**config.mk**
```make
export PLATFORM = sky130hd
export DESIGN_NAME = iterative_integer_alu_core
export DESIGN_NICKNAME = d
export VERILOG_FILES = /design/src/ialu_pkg.sv /design/src/ialu_datapath.sv /design/src/ialu_sequencer.sv /design/src/iterative_integer_alu_core.sv
export SDC_FILE = /design/constraint.sdc
export NUM_CORES = 1
export LEC_CHECK = 0
export ABC_AREA = 1
export BUFFER_PORTS_ARGS = -buffer_cell sky130_fd_sc_hd__buf_4
export CORE_UTILIZATION = 36
export DETAILED_ROUTE_END_ITERATION = 10
export HOLD_SLACK_MARGIN = 0.05
export PLACE_DENSITY = 0.49
export SYNTH_ARGS = -nofsm -noshare
export SYNTH_HDL_FRONTEND = slang
export SYNTH_SLANG_ARGS = --single-unit
```
**constraint.sdc**
```tcl
create_clock -name aclk -period 5.3 [get_ports aclk]
set_input_delay 0.53 -clock aclk [delete_from_list [all_inputs] [get_ports aclk]]
set_output_delay 0.53 -clock aclk [all_outputs]
set_load 0.02 [all_outputs]
```
**src/ialu_pkg.sv**
```systemverilog
// ----------------------------------------------------------------------------
// ialu_pkg
// Shared types, codes and the microprogram of the iterative integer ALU.
// ----------------------------------------------------------------------------
package ialu_pkg;

    localparam int FIELD_W = 32;
    localparam int OP_W    = 3;
    localparam int UPC_W   = 4;

    // operation codes
    localparam logic [OP_W-1:0] OP_ADD  = 3'd1;
    localparam logic [OP_W-1:0] OP_SUB  = 3'd2;
    localparam logic [OP_W-1:0] OP_MUL  = 3'd3;
    localparam logic [OP_W-1:0] OP_FACT = 3'd4;
    localparam logic [OP_W-1:0] OP_DIV  = 3'd5;

    // status codes
    localparam logic [1:0] ST_OK       = 2'd0;
    localparam logic [1:0] ST_DIV_ZERO = 2'd1;
    localparam logic [1:0] ST_FACT_OVF = 2'd2;

    typedef struct packed {
        logic [OP_W-1:0]           operation;
        logic signed [FIELD_W-1:0] operand_a;
        logic signed [FIELD_W-1:0] operand_b;
    } in_item_t;

    typedef struct packed {
        logic signed [FIELD_W-1:0] result;
        logic [1:0]                status;
    } out_item_t;

    typedef enum logic [3:0] {
        DP_NOP,
        DP_ADD,
        DP_SUB,
        DP_MUL_STEP,
        DP_DIV_INIT,
        DP_DIV_STEP,
        DP_DIV_FIX,
        DP_FACT_INIT,
        DP_FACT_STEP
    } dp_op_t;

    typedef enum logic [2:0] {
        JC_NEVER,
        JC_ALWAYS,
        JC_CNT_MORE,
        JC_A_NEG,
        JC_B_ZERO,
        JC_FACT_MORE
    } jump_cond_t;

    typedef struct packed {
        dp_op_t           dp_op;
        jump_cond_t       cond;
        logic [UPC_W-1:0] target;
        logic             fin;
    } ucode_word_t;

    // sequencer to datapath
    typedef struct packed {
        logic   load;
        logic   exec;
        dp_op_t dp_op;
    } dp_ctl_t;

    // datapath to sequencer
    typedef struct packed {
        logic cnt_more;
        logic a_neg;
        logic b_zero;
        logic fact_more;
    } dp_flags_t;

    // microprogram addresses
    localparam logic [UPC_W-1:0] UPC_ADD       = 4'd0;
    localparam logic [UPC_W-1:0] UPC_SUB       = 4'd1;
    localparam logic [UPC_W-1:0] UPC_DIV       = 4'd2;
    localparam logic [UPC_W-1:0] UPC_DIV_STEP  = 4'd3;
    localparam logic [UPC_W-1:0] UPC_DIV_FIX   = 4'd4;
    localparam logic [UPC_W-1:0] UPC_FACT      = 4'd5;
    localparam logic [UPC_W-1:0] UPC_FACT_STEP = 4'd6;
    localparam logic [UPC_W-1:0] UPC_FIN       = 4'd7;
    localparam logic [UPC_W-1:0] UPC_MUL       = 4'd8;
    localparam logic [UPC_W-1:0] UPC_MUL_FIN   = 4'd9;

    function automatic ucode_word_t ucode_rom(input logic [UPC_W-1:0] addr);
        ucode_word_t w;
        unique case (addr)
            UPC_ADD:       w = '{DP_ADD,       JC_ALWAYS,    UPC_FIN,       1'b0};
            UPC_SUB:       w = '{DP_SUB,       JC_ALWAYS,    UPC_FIN,       1'b0};
            UPC_DIV:       w = '{DP_DIV_INIT,  JC_B_ZERO,    UPC_FIN,       1'b0};
            UPC_DIV_STEP:  w = '{DP_DIV_STEP,  JC_CNT_MORE,  UPC_DIV_STEP,  1'b0};
            UPC_DIV_FIX:   w = '{DP_DIV_FIX,   JC_ALWAYS,    UPC_FIN,       1'b0};
            UPC_FACT:      w = '{DP_FACT_INIT, JC_A_NEG,     UPC_FIN,       1'b0};
            UPC_FACT_STEP: w = '{DP_FACT_STEP, JC_FACT_MORE, UPC_FACT_STEP, 1'b0};
            UPC_FIN:       w = '{DP_NOP,       JC_NEVER,     UPC_FIN,       1'b1};
            UPC_MUL:       w = '{DP_MUL_STEP,  JC_CNT_MORE,  UPC_MUL,       1'b0};
            UPC_MUL_FIN:   w = '{DP_NOP,       JC_NEVER,     UPC_FIN,       1'b1};
            default:       w = '{DP_NOP,       JC_NEVER,     UPC_FIN,       1'b1};
        endcase
        return w;
    endfunction

    // entry point of each operation; unknown codes go straight to finish
    function automatic logic [UPC_W-1:0] ucode_entry(input logic [OP_W-1:0] op);
        logic [UPC_W-1:0] a;
        unique case (op)
            OP_ADD:  a = UPC_ADD;
            OP_SUB:  a = UPC_SUB;
            OP_MUL:  a = UPC_MUL;
            OP_FACT: a = UPC_FACT;
            OP_DIV:  a = UPC_DIV;
            default: a = UPC_FIN;
        endcase
        return a;
    endfunction

endpackage

```
**src/ialu_datapath.sv**
```systemverilog
// ----------------------------------------------------------------------------
// ialu_datapath
// Registers, adder, shift-add multiply, restoring divide and factorial step,
// each action selected by the current control word.
// ----------------------------------------------------------------------------
module ialu_datapath #(
    parameter int DATA_WIDTH = 32
) (
    input  logic                    aclk,
    input  ialu_pkg::dp_ctl_t       ctl,
    input  logic [DATA_WIDTH-1:0]   ld_a,
    input  logic [DATA_WIDTH-1:0]   ld_b,
    output ialu_pkg::dp_flags_t     flags,
    output logic [DATA_WIDTH-1:0]   result,
    output logic [1:0]              status
);

    localparam int DW    = DATA_WIDTH;
    // factorial index runs past DW before the product clears, stays under 2*DW
    localparam int CNT_W = $clog2(4 * DATA_WIDTH);
    localparam int PW    = DW + CNT_W + 1;

    logic [DW-1:0]    acc_reg, acc_next;
    logic [DW-1:0]    a_reg, a_next;
    logic [DW-1:0]    b_reg, b_next;
    logic [DW-1:0]    rem_reg, rem_next;
    logic [CNT_W-1:0] cnt_reg, cnt_next;
    logic             neg_reg, neg_next;
    logic [1:0]       status_reg, status_next;

    logic signed [PW-1:0] prod;
    logic                 prod_ovf;
    logic [DW:0]          shifted;
    logic [DW:0]          diff;
    logic                 qbit;

    function automatic logic [DW-1:0] magnitude(input logic [DW-1:0] v);
        return v[DW-1] ? (DW'(0) - v) : v;
    endfunction

    assign prod     = PW'($signed(acc_reg)) * PW'($signed({1'b0, cnt_reg}));
    assign prod_ovf = !((&prod[PW-1:DW-1]) || !(|prod[PW-1:DW-1]));
    assign shifted  = {rem_reg, a_reg[DW-1]};
    assign diff     = shifted - {1'b0, b_reg};
    assign qbit     = !diff[DW];

    assign flags.cnt_more  = cnt_reg != CNT_W'(DW - 1);
    assign flags.a_neg     = a_reg[DW-1];
    assign flags.b_zero    = b_reg == '0;
    assign flags.fact_more = (DW'(cnt_reg) <= a_reg) && (acc_reg != '0);

    always_comb begin
        acc_next    = acc_reg;
        a_next      = a_reg;
        b_next      = b_reg;
        rem_next    = rem_reg;
        cnt_next    = cnt_reg;
        neg_next    = neg_reg;
        status_next = status_reg;
        if (ctl.load) begin
            acc_next    = '0;
            a_next      = ld_a;
            b_next      = ld_b;
            rem_next    = '0;
            cnt_next    = '0;
            neg_next    = 1'b0;
            status_next = ialu_pkg::ST_OK;
        end else if (ctl.exec) begin
            unique case (ctl.dp_op)
                ialu_pkg::DP_ADD: acc_next = a_reg + b_reg;
                ialu_pkg::DP_SUB: acc_next = a_reg - b_reg;
                ialu_pkg::DP_MUL_STEP: begin
                    if (b_reg[0]) begin
                        acc_next = acc_reg + a_reg;
                    end
                    a_next   = {a_reg[DW-2:0], 1'b0};
                    b_next   = {1'b0, b_reg[DW-1:1]};
                    cnt_next = cnt_reg + 1'b1;
                end
                ialu_pkg::DP_DIV_INIT: begin
                    if (b_reg == '0) begin
                        status_next = ialu_pkg::ST_DIV_ZERO;
                    end else begin
                        a_next   = magnitude(a_reg);
                        b_next   = magnitude(b_reg);
                        neg_next = a_reg[DW-1] ^ b_reg[DW-1];
                    end
                end
                ialu_pkg::DP_DIV_STEP: begin
                    rem_next = qbit ? diff[DW-1:0] : shifted[DW-1:0];
                    a_next   = {a_reg[DW-2:0], qbit};
                    cnt_next = cnt_reg + 1'b1;
                end
                ialu_pkg::DP_DIV_FIX: acc_next = neg_reg ? (DW'(0) - a_reg) : a_reg;
                ialu_pkg::DP_FACT_INIT: begin
                    if (a_reg[DW-1]) begin
                        status_next = ialu_pkg::ST_FACT_OVF;
                    end else begin
                        acc_next = DW'(1);
                        cnt_next = CNT_W'(2);
                    end
                end
                ialu_pkg::DP_FACT_STEP: begin
                    if (flags.fact_more) begin
                        acc_next = prod[DW-1:0];
                        cnt_next = cnt_reg + 1'b1;
                        if (prod_ovf) begin
                            status_next = ialu_pkg::ST_FACT_OVF;
                        end
                    end
                end
                default: ;
            endcase
        end
    end

    always_ff @(posedge aclk) begin
        acc_reg    <= acc_next;
        a_reg      <= a_next;
        b_reg      <= b_next;
        rem_reg    <= rem_next;
        cnt_reg    <= cnt_next;
        neg_reg    <= neg_next;
        status_reg <= status_next;
    end

    assign result = acc_reg;
    assign status = status_reg;

endmodule

```
**src/ialu_sequencer.sv**
```systemverilog
// ----------------------------------------------------------------------------
// ialu_sequencer
// Microprogram counter with conditional jumps, input handshake and finish.
// ----------------------------------------------------------------------------
module ialu_sequencer (
    input  logic                         aclk,
    input  logic                         aresetn,
    input  logic                         in_valid,
    input  logic [ialu_pkg::OP_W-1:0]    in_op,
    output logic                         in_ready,
    input  logic                         slot_free,
    input  ialu_pkg::dp_flags_t          flags,
    output ialu_pkg::dp_ctl_t            ctl,
    output logic                         done
);

    typedef enum logic {
        S_IDLE,
        S_RUN
    } state_t;

    state_t                      state_reg, state_next;
    logic [ialu_pkg::UPC_W-1:0]  pc_reg, pc_next;
    ialu_pkg::ucode_word_t       word;
    logic                        cond_true;
    logic                        accept;
    logic                        running;

    assign word    = ialu_pkg::ucode_rom(pc_reg);
    assign running = state_reg == S_RUN;
    assign in_ready = state_reg == S_IDLE;
    assign accept  = in_valid && in_ready;

    always_comb begin
        unique case (word.cond)
            ialu_pkg::JC_NEVER:     cond_true = 1'b0;
            ialu_pkg::JC_ALWAYS:    cond_true = 1'b1;
            ialu_pkg::JC_CNT_MORE:  cond_true = flags.cnt_more;
            ialu_pkg::JC_A_NEG:     cond_true = flags.a_neg;
            ialu_pkg::JC_B_ZERO:    cond_true = flags.b_zero;
            ialu_pkg::JC_FACT_MORE: cond_true = flags.fact_more;
            default:                cond_true = 1'b0;
        endcase
    end

    assign ctl.load  = accept;
    assign ctl.exec  = running && !word.fin;
    assign ctl.dp_op = word.dp_op;
    assign done      = running && word.fin && slot_free;

    always_comb begin
        state_next = state_reg;
        pc_next    = pc_reg;
        unique case (state_reg)
            S_IDLE: begin
                if (accept) begin
                    state_next = S_RUN;
                    pc_next    = ialu_pkg::ucode_entry(in_op);
                end
            end
            S_RUN: begin
                if (word.fin) begin
                    // hold on the finish word until the output slot opens
                    if (slot_free) begin
                        state_next = S_IDLE;
                    end
                end else begin
                    pc_next = cond_true ? word.target : pc_reg + 1'b1;
                end
            end
            default: state_next = S_IDLE;
        endcase
    end

    always_ff @(posedge aclk) begin
        if (!aresetn) begin
            state_reg <= S_IDLE;
            pc_reg    <= ialu_pkg::UPC_FIN;
        end else begin
            state_reg <= state_next;
            pc_reg    <= pc_next;
        end
    end

`ifndef ASSERT_OFF
    a_accept_enters_program: assert property (@(posedge aclk) disable iff (!aresetn)
        accept |=> (state_reg == S_RUN) && (pc_reg == ialu_pkg::ucode_entry($past(in_op))))
        else $error("accepted transaction did not start at its entry point");

    a_done_needs_slot: assert property (@(posedge aclk) disable iff (!aresetn)
        done |-> slot_free)
        else $error("result finished into a full output slot");

    a_finish_returns_idle: assert property (@(posedge aclk) disable iff (!aresetn)
        (running && word.fin && slot_free) |=> (state_reg == S_IDLE))
        else $error("sequencer did not return to idle after finish");
`endif

endmodule

```
**src/iterative_integer_alu_core.sv**
```systemverilog
// ----------------------------------------------------------------------------
// iterative_integer_alu_core
// Signed integer unit: add, subtract, multiply, factorial and divide.
// ----------------------------------------------------------------------------
// One transaction at a time runs through a small microprogram. Multiply
// runs one shift-add step a cycle over the DATA_WIDTH multiplier bits;
// divide runs one restoring step a cycle over DATA_WIDTH bits, plus sign fix,
// and ends at once on a zero divisor; factorial multiplies in one index a
// step up to the argument n, ends at once on a negative argument, and stops
// early once the wrapped product reaches zero. Unknown operations go straight
// to finish. The sequencer runs one microcode step per cycle and holds on the
// finish word while the output slot is full. The result sits in an output
// register, and the input is ready again in the same cycle that the result
// appears there, whether or not it has been taken.
module iterative_integer_alu_core #(
    parameter int DATA_WIDTH = 32
) (
    input  logic                 aclk,
    input  logic                 aresetn,
    input  logic                 s_valid,
    output logic                 s_ready,
    input  ialu_pkg::in_item_t   s_data,
    output logic                 m_valid,
    input  logic                 m_ready,
    output ialu_pkg::out_item_t  m_data
);

    logic [DATA_WIDTH-1:0]  ld_a;
    logic [DATA_WIDTH-1:0]  ld_b;
    logic [DATA_WIDTH-1:0]  dp_result;
    logic [1:0]             dp_status;
    ialu_pkg::dp_ctl_t      ctl;
    ialu_pkg::dp_flags_t    flags;
    logic                   done;
    logic                   slot_free;

    logic                   m_valid_reg;
    ialu_pkg::out_item_t    m_data_reg;

    // operands sign-extend or truncate to the internal width
    assign ld_a = DATA_WIDTH'(s_data.operand_a);
    assign ld_b = DATA_WIDTH'(s_data.operand_b);

    assign slot_free = !m_valid_reg || m_ready;

    ialu_sequencer u_seq (
        .aclk      (aclk),
        .aresetn   (aresetn),
        .in_valid  (s_valid),
        .in_op     (s_data.operation),
        .in_ready  (s_ready),
        .slot_free (slot_free),
        .flags     (flags),
        .ctl       (ctl),
        .done      (done)
    );

    ialu_datapath #(
        .DATA_WIDTH (DATA_WIDTH)
    ) u_dp (
        .aclk   (aclk),
        .ctl    (ctl),
        .ld_a   (ld_a),
        .ld_b   (ld_b),
        .flags  (flags),
        .result (dp_result),
        .status (dp_status)
    );

    always_ff @(posedge aclk) begin
        if (!aresetn) begin
            m_valid_reg <= 1'b0;
        end else if (done) begin
            m_valid_reg <= 1'b1;
        end else if (m_ready) begin
            m_valid_reg <= 1'b0;
        end
    end

    always_ff @(posedge aclk) begin
        if (done) begin
            m_data_reg.result <= ialu_pkg::FIELD_W'(dp_result);
            m_data_reg.status <= dp_status;
        end
    end

    assign m_valid = m_valid_reg;
    assign m_data  = m_data_reg;

`ifndef ASSERT_OFF
    a_slot_drains: assert property (@(posedge aclk) disable iff (!aresetn)
        (m_valid_reg && m_ready && !done) |=> !m_valid_reg)
        else $error("output slot kept a transaction that was taken");

    a_no_accept_while_busy: assert property (@(posedge aclk) disable iff (!aresetn)
        (s_valid && s_ready) |=> !s_ready)
        else $error("input ready right after an accepted transaction");
`endif

endmodule
```
==> parameters.txt <==
Parameter                              Value

Routing
  Top sig layer    met4
  Vias post-DR    23,200
  Routed wire length on met2    between 30,000 and 40,000 µm
  Vias per cell    5.18
  Antenna Nets Post-Route    0
  First-pass detailed-route iteration total    6
  Routed wire length    89,200 µm
  Met1 wire length    around 40,000 µm
  Number of design rule violations left after detail routing    0
  Detailed-routed wire length on met3    6680 µm
  Routed length per instance    19.9 µm
  Starting DRT DRC Count    1,857

Global route
  GR Util All Layers    0.270
  Aggregate global routing overflow    0
  Initial antenna violation count    2
  Pin count of the biggest net entering global routing    66
  Vias in the first global route    23,100
  Wire length of the first global-routing pass    136,000 µm

Worst setup path
  Peak fanout along the critical path    6
  Startpoint type of the worst setup path    register
  Data arrival at the endpoint of the critical path    roughly 5500 ps
  CP Capture Type    register
  Required time of the critical path    approximately 5700 ps
  Setup CP Type    register to register
  Number of cells on the worst reg-to-reg path    22

Timing
  Worst Clk Skew    approximately 35 ps
  Setup TNS    0 ps
  Setup repair after global routing missed its margin    yes
  Setup-failing EPs final    0
  Shortest clock period the worst path allows after layout    5110 ps
  Worst-Margin Slew    978 ps
  Final cycle utilization of the critical path    0.964
  Relative slew slack    0.346
  Max Transition Viols Final    0
  Hold Violations, Final    0
  Maximum clock rate    0.196 GHz
  Setup WS post-layout    between 150 and 200 ps

Logic synthesis
  Cells after Synth    between 3,000 and 4,000
  Count of unique library cells instantiated by Yosys    65
  Ranking of synthesized cells by instance count    sky130_fd_sc_hd__nand2_1, sky130_fd_sc_hd__inv_1, sky130_fd_sc_hd__a21oi_1, sky130_fd_sc_hd__nor2_1, sky130_fd_sc_hd__fa_1
  Total number of yosys warnings    0
  Share of synthesized flip-flops with an asynchronous set or reset    0
  Part of the Yosys area used for sequential elements    0.203
  Dominant combinational cell family by area after synthesis    simple AND/OR/NAND/NOR gates
  Top cells by area, synth    sky130_fd_sc_hd__nand2_1, sky130_fd_sc_hd__fa_1, sky130_fd_sc_hd__edfxtp_1, sky130_fd_sc_hd__inv_1, sky130_fd_sc_hd__ha_1
  Cell type with the largest total area after synthesis    sky130_fd_sc_hd__nand2_1
  Dominant cell by count in the synthesized netlist    sky130_fd_sc_hd__nand2_1
  Simple-Gate Fraction of Synth Area    0.247
  Fraction of post-synthesis cell area in the top cell type by area    0.149
  Post-synthesis share of cell area spent on xor and xnor gates    0.0412
  Post-Synthesis Cell Area    23,600 µm²
  Adder and majority gate portion of the synthesized area    0.230
  Number of synthesized flops with an enable pin    98
  Synthesis-stage register bit count    190
  Compound-gate portion of the synthesized area    0.147
  Dominant register cell in the synthesized netlist    sky130_fd_sc_hd__edfxtp_1
  Post-synth net total    about 3,800
  Syn_area_per_cell    around 6.9 µm²
  Mux contribution to synthesized area    0

Placed design
  Instance area at placement    between 20,000 and 30,000 µm²
  Final RePlAce weighted congestion    0.941
  Worst slack at placement    -262 ps
  DPL Wire Length    a little over 70,000 µm
  Post-placement cell count    4,444
  Quantity of I/O buffers inserted on ports    106

Pwr
  Leakage power    14.2 nW
  IR Drop Worst-Case VDD    ~0.00028 V
  Power per cell area    ~260 nW/µm²

Cells and area
  Post-route design area    27,500 µm²
  Finished Core Util    0.425
  Relative area change from synthesis to final layout    16.5%
  Largest register FFs    34
  Total inserted antenna cells    0
  Count of nets after finishing    4,013
  Fill cell instance count of the final layout    6,813
  Fraction of final layout cells with drive strength greater than 1    0.134
  Number of non-filler instances in the completed layout    4,478

Min path
  Path class of the lowest-slack min-delay path    primary input to register
  Hold Path Stages    3

CTS
  CTS tree    yes
  CTS sink cnt    190
  Clock edge transition at the registers on the reported setup and hold paths    90 ps
  Number of H-tree levels    4
  Clock network latency to the later pin of the worst-skew pair    ~530 ps
  Total clock buffers created by CTS    17
  Root Buffer Master    sky130_fd_sc_hd__clkbuf_16
  Number of buffers on the longest clock path    2

Floorplanning
  Vertical die dimension    approximately 260 µm
  Area of the die    about 67,000 µm²
  Horiz. Die Dim    258 µm
  IO Count    107
  Number of cell rows    93
  Initial core utilization    0.365
  CORE AREA    64,600 µm²

Outcome
  Result of the run    finished, final reports clean

Flow run
  Max-cap violations    0
[stage by stage]
step / total power [mW] / hold WS, ps
floorplan: 4.34 / 406
global placement: 5.67 / 468
detailed placement: 5.68 / 478
CTS: 7.23 / 264
global route: 7.68 / 286
finish: 7.27 / 278
[layout make-up]
type | instances | area [µm²] | area share
Timing Repair Buffer | 278 | 2200 | 0.0799
Tap cell | 855 | 1070 | 0.0389
Inverter | 701 | 2630 | 0.0958
Clock buffer | 19 | 475 | 0.0173
Clock inverter | 13 | 189 | 0.00688
Sequential cell | 190 | 4790 | 0.175
Multi-Input combinational cell | 2422 | 16100 | 0.587
[worst max-delay path, cell delays in order, from the launching register on]
cell                       delay (ps)
sky130_fd_sc_hd__dfxtp_1          560
sky130_fd_sc_hd__buf_4            280
sky130_fd_sc_hd__nand2_1           80
sky130_fd_sc_hd__inv_1             60
sky130_fd_sc_hd__ha_1             240
sky130_fd_sc_hd__fa_1             560
sky130_fd_sc_hd__fa_1             560
sky130_fd_sc_hd__inv_1             50
sky130_fd_sc_hd__fa_1             530
sky130_fd_sc_hd__inv_1             70
sky130_fd_sc_hd__ha_4             270
sky130_fd_sc_hd__nand2_2          110
sky130_fd_sc_hd__inv_1             60
sky130_fd_sc_hd__a21oi_2          170
sky130_fd_sc_hd__a21boi_0         240
sky130_fd_sc_hd__nand2_2          130
sky130_fd_sc_hd__a21oi_2          150
sky130_fd_sc_hd__buf_4            140
sky130_fd_sc_hd__xor2_1           150
sky130_fd_sc_hd__buf_4            150
sky130_fd_sc_hd__o221ai_1         120
sky130_fd_sc_hd__a21oi_2          230
sky130_fd_sc_hd__nor2_1            90
[layer usage]
metal,up-vias,track usage
met5,-,0
met4,0,0.0718
met3,97,0.0615
met2,722,0.429
met1,11100,0.366
li1,11200,-
[cell families (layout without fill, tap and decap cells)]
logic type | count (synthesis) | count (layout)
fa+ha+maj | 332 | 332
flops | 190 | 190
compound gates | 579 | 579
buf+inv | 827 | 1011
xor+xnor | 111 | 111
simple gates | 1400 | 1400
[final timing paths]
kind,from,slack [ps],endpoint
worst max-delay path,u_dp.result[12],190,u_dp.result[28]
worst min-delay path,aresetn,280,u_seq.running
worst max register to register,u_dp.result[12],190,u_dp.result[28]
worst min register to register,u_dp.rem_reg[31],490,u_dp.rem_reg[31]
[what timing repair did]
item / CTS / global route
hold buffers: 0 / 0
setup buffers: 0 / 1
gates cloned: 0 / 1
pin swaps: 0 / 7
resized for setup: 13 / 92
setup endpoints to repair: 3 / 7
[power by group]
group / switching, mW / total, mW / leakage [nW] / internal [mW]
Sequential: 0.318 / 2.18 / 1.67 / 1.86
Combinational: 2.39 / 3.56 / 12.2 / 1.17
Clock: 0.809 / 1.52 / 0.321 / 0.715
Total: 3.52 / 7.27 / 14.2 / 3.75
[cell usage in the layout (no fill, tap or decap), types with 10 or more instances in the layout]
cell type,count
sky130_fd_sc_hd__a31oi_1,16
sky130_fd_sc_hd__nor3_1,34
sky130_fd_sc_hd__buf_4,269
sky130_fd_sc_hd__inv_1,682
sky130_fd_sc_hd__o21ai_1,30
sky130_fd_sc_hd__nand2_1,908
sky130_fd_sc_hd__nand4_1,25
sky130_fd_sc_hd__nor2_4,10
sky130_fd_sc_hd__a21o_1,10
sky130_fd_sc_hd__fa_1,168
sky130_fd_sc_hd__dfxtp_1,86
sky130_fd_sc_hd__nor2_1,200
sky130_fd_sc_hd__xor2_1,79
sky130_fd_sc_hd__nand2_2,37
sky130_fd_sc_hd__a21oi_2,18
sky130_fd_sc_hd__o22ai_1,28
sky130_fd_sc_hd__o21bai_1,13
sky130_fd_sc_hd__edfxtp_1,98
sky130_fd_sc_hd__inv_2,17
sky130_fd_sc_hd__ha_1,152
sky130_fd_sc_hd__o21ai_0,114
sky130_fd_sc_hd__o221ai_1,55
sky130_fd_sc_hd__nand3_1,106
sky130_fd_sc_hd__or2_2,12
sky130_fd_sc_hd__a21oi_1,222
sky130_fd_sc_hd__o211ai_1,23
sky130_fd_sc_hd__clkbuf_16,20
sky130_fd_sc_hd__nor2_2,23
sky130_fd_sc_hd__xnor2_1,31
sky130_fd_sc_hd__ha_4,11
No activity file was read; power rests on OpenSTA's default activity.
